==> src/hw/rtl/fad_pkg.sv <==
// ----------------------------------------------------------------------------
// fad_pkg
// shared types and constants of the fractional allpass delay
// ----------------------------------------------------------------------------
package fad_pkg;

    // payload widths
    localparam int SAMPLE_W = 24;
    localparam int DELAY_W  = 20;
    localparam int GAIN_W   = 16;

    // shared multiplier operand and product widths
    localparam int MUL_A_W = 32;
    localparam int MUL_B_W = 25;
    localparam int PROD_W  = MUL_A_W + MUL_B_W;

    // sample saturation limits
    localparam int SAMPLE_MAX = 8388607;
    localparam int SAMPLE_MIN = -8388608;

    // sequencer states
    typedef enum logic [3:0] {
        S_CLR,
        S_IDLE,
        S_RDB,
        S_RDA,
        S_DIFF,
        S_MR,
        S_R,
        S_MV,
        S_V,
        S_MY,
        S_Y
    } t_state;

endpackage

==> src/hw/rtl/fad_mul.sv <==
// ----------------------------------------------------------------------------
// fad_mul
// shared signed multiplier with registered product
// ----------------------------------------------------------------------------
module fad_mul
    import fad_pkg::*;
(
    input  logic                      i_clk,
    input  logic                      i_en,
    input  logic signed [MUL_A_W-1:0] i_a,
    input  logic signed [MUL_B_W-1:0] i_b,
    output logic signed [PROD_W-1:0]  o_prod
);

    // product holds while the sequencer is not multiplying
    always_ff @(posedge i_clk) begin
        if (i_en) begin
            o_prod <= PROD_W'(i_a) * PROD_W'(i_b);
        end
    end

endmodule

==> config.mk <==
export PLATFORM = sky130hd
export DESIGN_NAME = fad_mul
export DESIGN_NICKNAME = d
export VERILOG_FILES = /design/src/hw/rtl/fad_pkg.sv /design/src/hw/rtl/fad_mul.sv
export SDC_FILE = /design/constraint.sdc
export NUM_CORES = 2
export LEC_CHECK = 0
export BUFFER_PORTS_ARGS = -buffer_cell sky130_fd_sc_hd__buf_2
export CAP_MARGIN = 20
export CORE_MARGIN = 8
export CORE_UTILIZATION = 25
export CTS_CLUSTER_DIAMETER = 200
export DETAILED_ROUTE_END_ITERATION = 12
export HOLD_SLACK_MARGIN = 0.02
export PLACE_DENSITY = 0.49
export SLEW_MARGIN = 15
export SYNTH_ARGS = -nofsm -noshare
export SYNTH_HDL_FRONTEND = slang
export SYNTH_SLANG_ARGS = --single-unit
==> constraint.sdc <==
create_clock -name i_clk -period 8 [get_ports i_clk]
set_input_delay 0.8 -clock i_clk [delete_from_list [all_inputs] [get_ports i_clk]]
set_output_delay 0.8 -clock i_clk [all_outputs]
set_load 0.05 [all_outputs]
**Yosys cells after proc, flatten, opt, wreduce, memory -nomap -nowiden**

Cells that the tools add are included.

- Flip-flop bits (word level): 57
- Input port bits: 59
- Output and inout port bits: 57

- Multiply operators: 1

Operators with widths:

| operator | number |
|---|---|
| 32-bit by 25-bit multiplier with 57-bit output | 1 |

**Depth between registers and ports, before layout**

- Depth after elaboration: 1
- Mapped depth: 26
- Gate-level depth less buffers: 25

**Worst setup path after synthesis**

OpenSTA, ideal clock, no wires.

- Kind: input-to-reg
- From: in i_a[31]
- To: reg o_prod[55], data pin
- Library setup time: 0.270 ns
- Arrival time: 7.019 ns
- Slack: 0.712 ns
- Stages on the path: 24
- Path buffers: 1
- Cells stage by stage: clkbuf_1 nand2_1 inv_1 fa_1 fa_1 inv_1 fa_1 inv_1 fa_1 inv_1 fa_1 fa_1 fa_1 inv_1 ha_1 a21o_1 a21o_1 a21o_1 a21o_1 a21oi_1 o21ai_0 a21oi_1 o41ai_2 xor2_1

- Cells in the longest elaborated chain, start to end: 1

RTL lines:

| item | RTL line | text |
|---|---|---|
| start, declared | fad_mul.sv:10 | `input logic signed [MUL_A_W-1:0] i_a,` |
| 32-bit by 25-bit multiplier with 57-bit output | fad_mul.sv:18 | `o_prod <= PROD_W'(i_a) * PROD_W'(i_b);` |
| end signal, assigned | fad_mul.sv:18 |  |
| end, declared | fad_mul.sv:12 | `output logic signed [PROD_W-1:0] o_prod` |

No other way between the ends.
A chain may end at the register's enable or synchronous reset.

**Final worst setup path**

- From: in i_b[12]
- To: reg o_prod[53], data pin

- Cells in the longest elaborated chain, start to end: 1

RTL lines:

| item | RTL line | text |
|---|---|---|
| start, declared | fad_mul.sv:11 | `input logic signed [MUL_B_W-1:0] i_b,` |
| 32-bit by 25-bit multiplier with 57-bit output | fad_mul.sv:18 |  |

No other way between the ends.

==> summary.txt <==
Place
  • Port Buffers: 115
  • Hpwl dp: 74200 µm
  • Post-Place Cells: 4917
  • Routability cong.: 0.834
  • Placed inst area: 0.0333 mm²

Drt
  • Final WL: 83600 µm
  • Vias/cell: 4.21
  • ANT nets after route: 0
  • DR DRC count: 0
  • Avg WL per Cell: 16.9 µm
  • DRT iter0 DRCs: 882
  • Vias: 20800
  • DR pass1 iterations: 5

Setup path
  • Crit path cell chain: buf_2 > nand2_1 > fa_1 > fa_1 > inv_1 > fa_1 > fa_1 > fa_1 > fa_1 > inv_1 > fa_1 > inv_1 > ha_1 > a21o_1 > a31o_2 > a31oi_1 > o21ai_0 > a32o_1 > o21ai_0 > and4b_1 > nor2_1 > o311ai_1
  • Startpoint Class: input pin
  • Critical path class: input pin to flip-flop
  • CP max stage cell: fa_1
  • Max stage delay on crit path: 0.61 ns
  • CP max FO: 25
  • Arrival time worst endpoint: 7.80 ns
  • CP delay by family, top: adder cells
  • Crit end category: flip-flop
  • Worst path bufs/invs: 4
  • Most numerous cell on the critical path: fa_1
  • Critical Path RT: 8.12 ns

Synth
  • Number of flops mapped to enable cells by yosys: 57
  • Largest family of logic cells by synthesized area: adder cells
  • FF+latch count, synth: 57
  • Synth Area per Inst: 9.43 µm²
  • Post-Syn Area: 0.0302 mm²
  • Syn nets: 4237
  • Complex-gate fraction of the synthesized area: 4.06%
  • Register area share after synthesis: 5.67%
  • Netlist cell types: 63
  • Synth Area in Simple Gates: 15.2%
  • Xor/xnor share of the synthesized area: 1.74%
  • Mapped Cells: 3204
  • Adder-cell share of the synthesized area: 60.7%
  • Prevailing post-synth register cell: edfxtp_1
  • Synth warn: 0
  • Async set-reset flop share out of synthesis: 0%
  • Mux contribution to synthesized area: 0%

Global route
  • Initial antenna violation count: 13
  • Vias in the first global route: 24400
  • Largest net degree at the start of global routing: 58
  • GRT overflow: 0
  • First-pass GRT wire length: 137000 µm
  • GRT Total Usage: 13.4%

Clock tree
  • Deepest clock path buffer count: 2
  • Num CTS Buffers: 9
  • Sink Count: 57
  • CTS tree: yes
  • Htree depth: 3
  • Root buffer cell: clkbuf_16
  • Post-CTS Setup Bufs: 0
  • Clock Pin Slew Worst Setup and Hold Paths: 0.06 ns

Final layout
  • Area Overhead vs Synth: 11.3%
  • Leading cell type in the layout, fill and taps excluded: inv_1
  • Layout Cells excl Fill: 4933
  • Largest regs: o_prod (57)
  • Final net count: 4349
  • Largest Register: o_prod
  • Commonest cells after routing, fill and taps aside: 860 x inv_1, 819 x fa_1, 410 x nand2_1, 397 x and2_1, 155 x ha_1
  • Largest register FFs: 57
  • Layout cells sized above 1: 8.61%
  • Fin area: 0.0336 mm²
  • Filler cell count: 13000

Run
  • Max-Cap Viols: 0

Floorplanning
  • Site Rows: 127
  • Die X: 364 µm
  • Core Area: 0.120 mm²
  • Die Height: 364 µm
  • Die area: 0.132 mm²
  • IO Count: 116
  • Initial Util: 25.2%

STA
  • Worst-Margin Slew: 0.850 ns
  • Final max-slew violation count: 0
  • Fin crit share: 96.0%
  • Highest Clock Rate: 130 MHz
  • RSZ-0062 raised after global routing: false
  • Minimum clock period: 7.68 ns
  • Setup violators final: 0
  • Rel. slew slack: 43.3%
  • Final Hold Fails: 0

Min path
  • Hold/Removal Path Class: input pin to flip-flop

Outcome
  • Outcome: completed
==> Yosys cell counts (5+ instances only) <==
| cell | n | area share, % |
|---|---|---|
| a21o_1 | 26 | 0.65 |
| a211oi_1 | 5 | 0.12 |
| nor2_1 | 50 | 0.62 |
| o21ai_0 | 40 | 0.66 |
| and2_1 | 397 | 8.2 |
| nand3_1 | 13 | 0.22 |
| a31oi_1 | 8 | 0.17 |
| ha_1 | 155 | 6.4 |
| xnor2_1 | 45 | 1.3 |
| inv_1 | 860 | 11 |
| o21bai_1 | 5 | 0.12 |
| nand2b_1 | 14 | 0.29 |
| edfxtp_1 | 57 | 5.7 |
| nand4_1 | 9 | 0.19 |
| fa_1 | 819 | 54 |
| clkbuf_1 | 147 | 1.8 |
| and3_1 | 6 | 0.12 |
| nor3_1 | 6 | 0.099 |
| nand2_1 | 410 | 5.1 |
| xor2_1 | 15 | 0.43 |
| a21oi_1 | 52 | 0.86 |
==> routing by layer <==
metal / GRT usage, % / up-vias / wire (µm)
met4: 3.08 / 8 / 2450
li1: - / 9379 / -
met1: 15.6 / 10900 / 32800
met2: 25.3 / 349 / 44700
met3: 2.30 / 110 / 3550
met5: 0 / - / 50
==> through the flow <==
| stage | setup TNS (ns) | hold WS, ns | setup slack [ns] | utilization [%] |
|---|---|---|---|---|
| global route | 0 | 1.17 | 0.0385 | 28.0 |
| detailed placement | -0.00450 | 1.34 | -0.00450 | 27.8 |
| global placement | -0.0184 | 1.34 | -0.0184 | 27.8 |
| CTS | 0 | 1.16 | 0.294 | 28.0 |
| floorplan | 0 | 0.912 | 0.712 | - |
| finish | 0 | 1.13 | 0.316 | 28.0 |
==> final timing paths <==
| path | from | to | slack [ns] | depth (start not counted) |
|---|---|---|---|---|
| worst max-delay path | i_b[12] | o_prod[53] | 0.32 | 22 |
| worst min-delay path | i_en | o_prod[52] | 1.13 | 2 |
==> what timing repair did <==
action	CTS	global route
resized for setup	0	7
hold buffers	0	0
setup endpoints to repair	0	6
==> final cells by class <==
type	count	area, µm²	share of cell area, %
repair buffers	254	1690	5.03
well taps	1612	2020	6.00
diodes	1	2.50	0.00745
flip-flops and latches	57	1710	5.09
inverters	860	3230	9.61
multi-input cells	2134	24700	73.5
clock buffers	9	225	0.670
clock inverters	6	36.3	0.108
==> cells by family (layout without fill, tap and decap cells) <==
group	count (synthesis)	in the layout
other	0	1
buffers and inverters	1013	1129
XOR/XNOR	60	60
AO/OA/AOI/OAI	179	179
adder cells (fa/ha/maj)	974	974
flip-flops	57	57
AND/OR/NAND/NOR	921	921
Power is not shown: default switching activity piles up to over one toggle a cycle in this logic, so the estimate is an artifact.
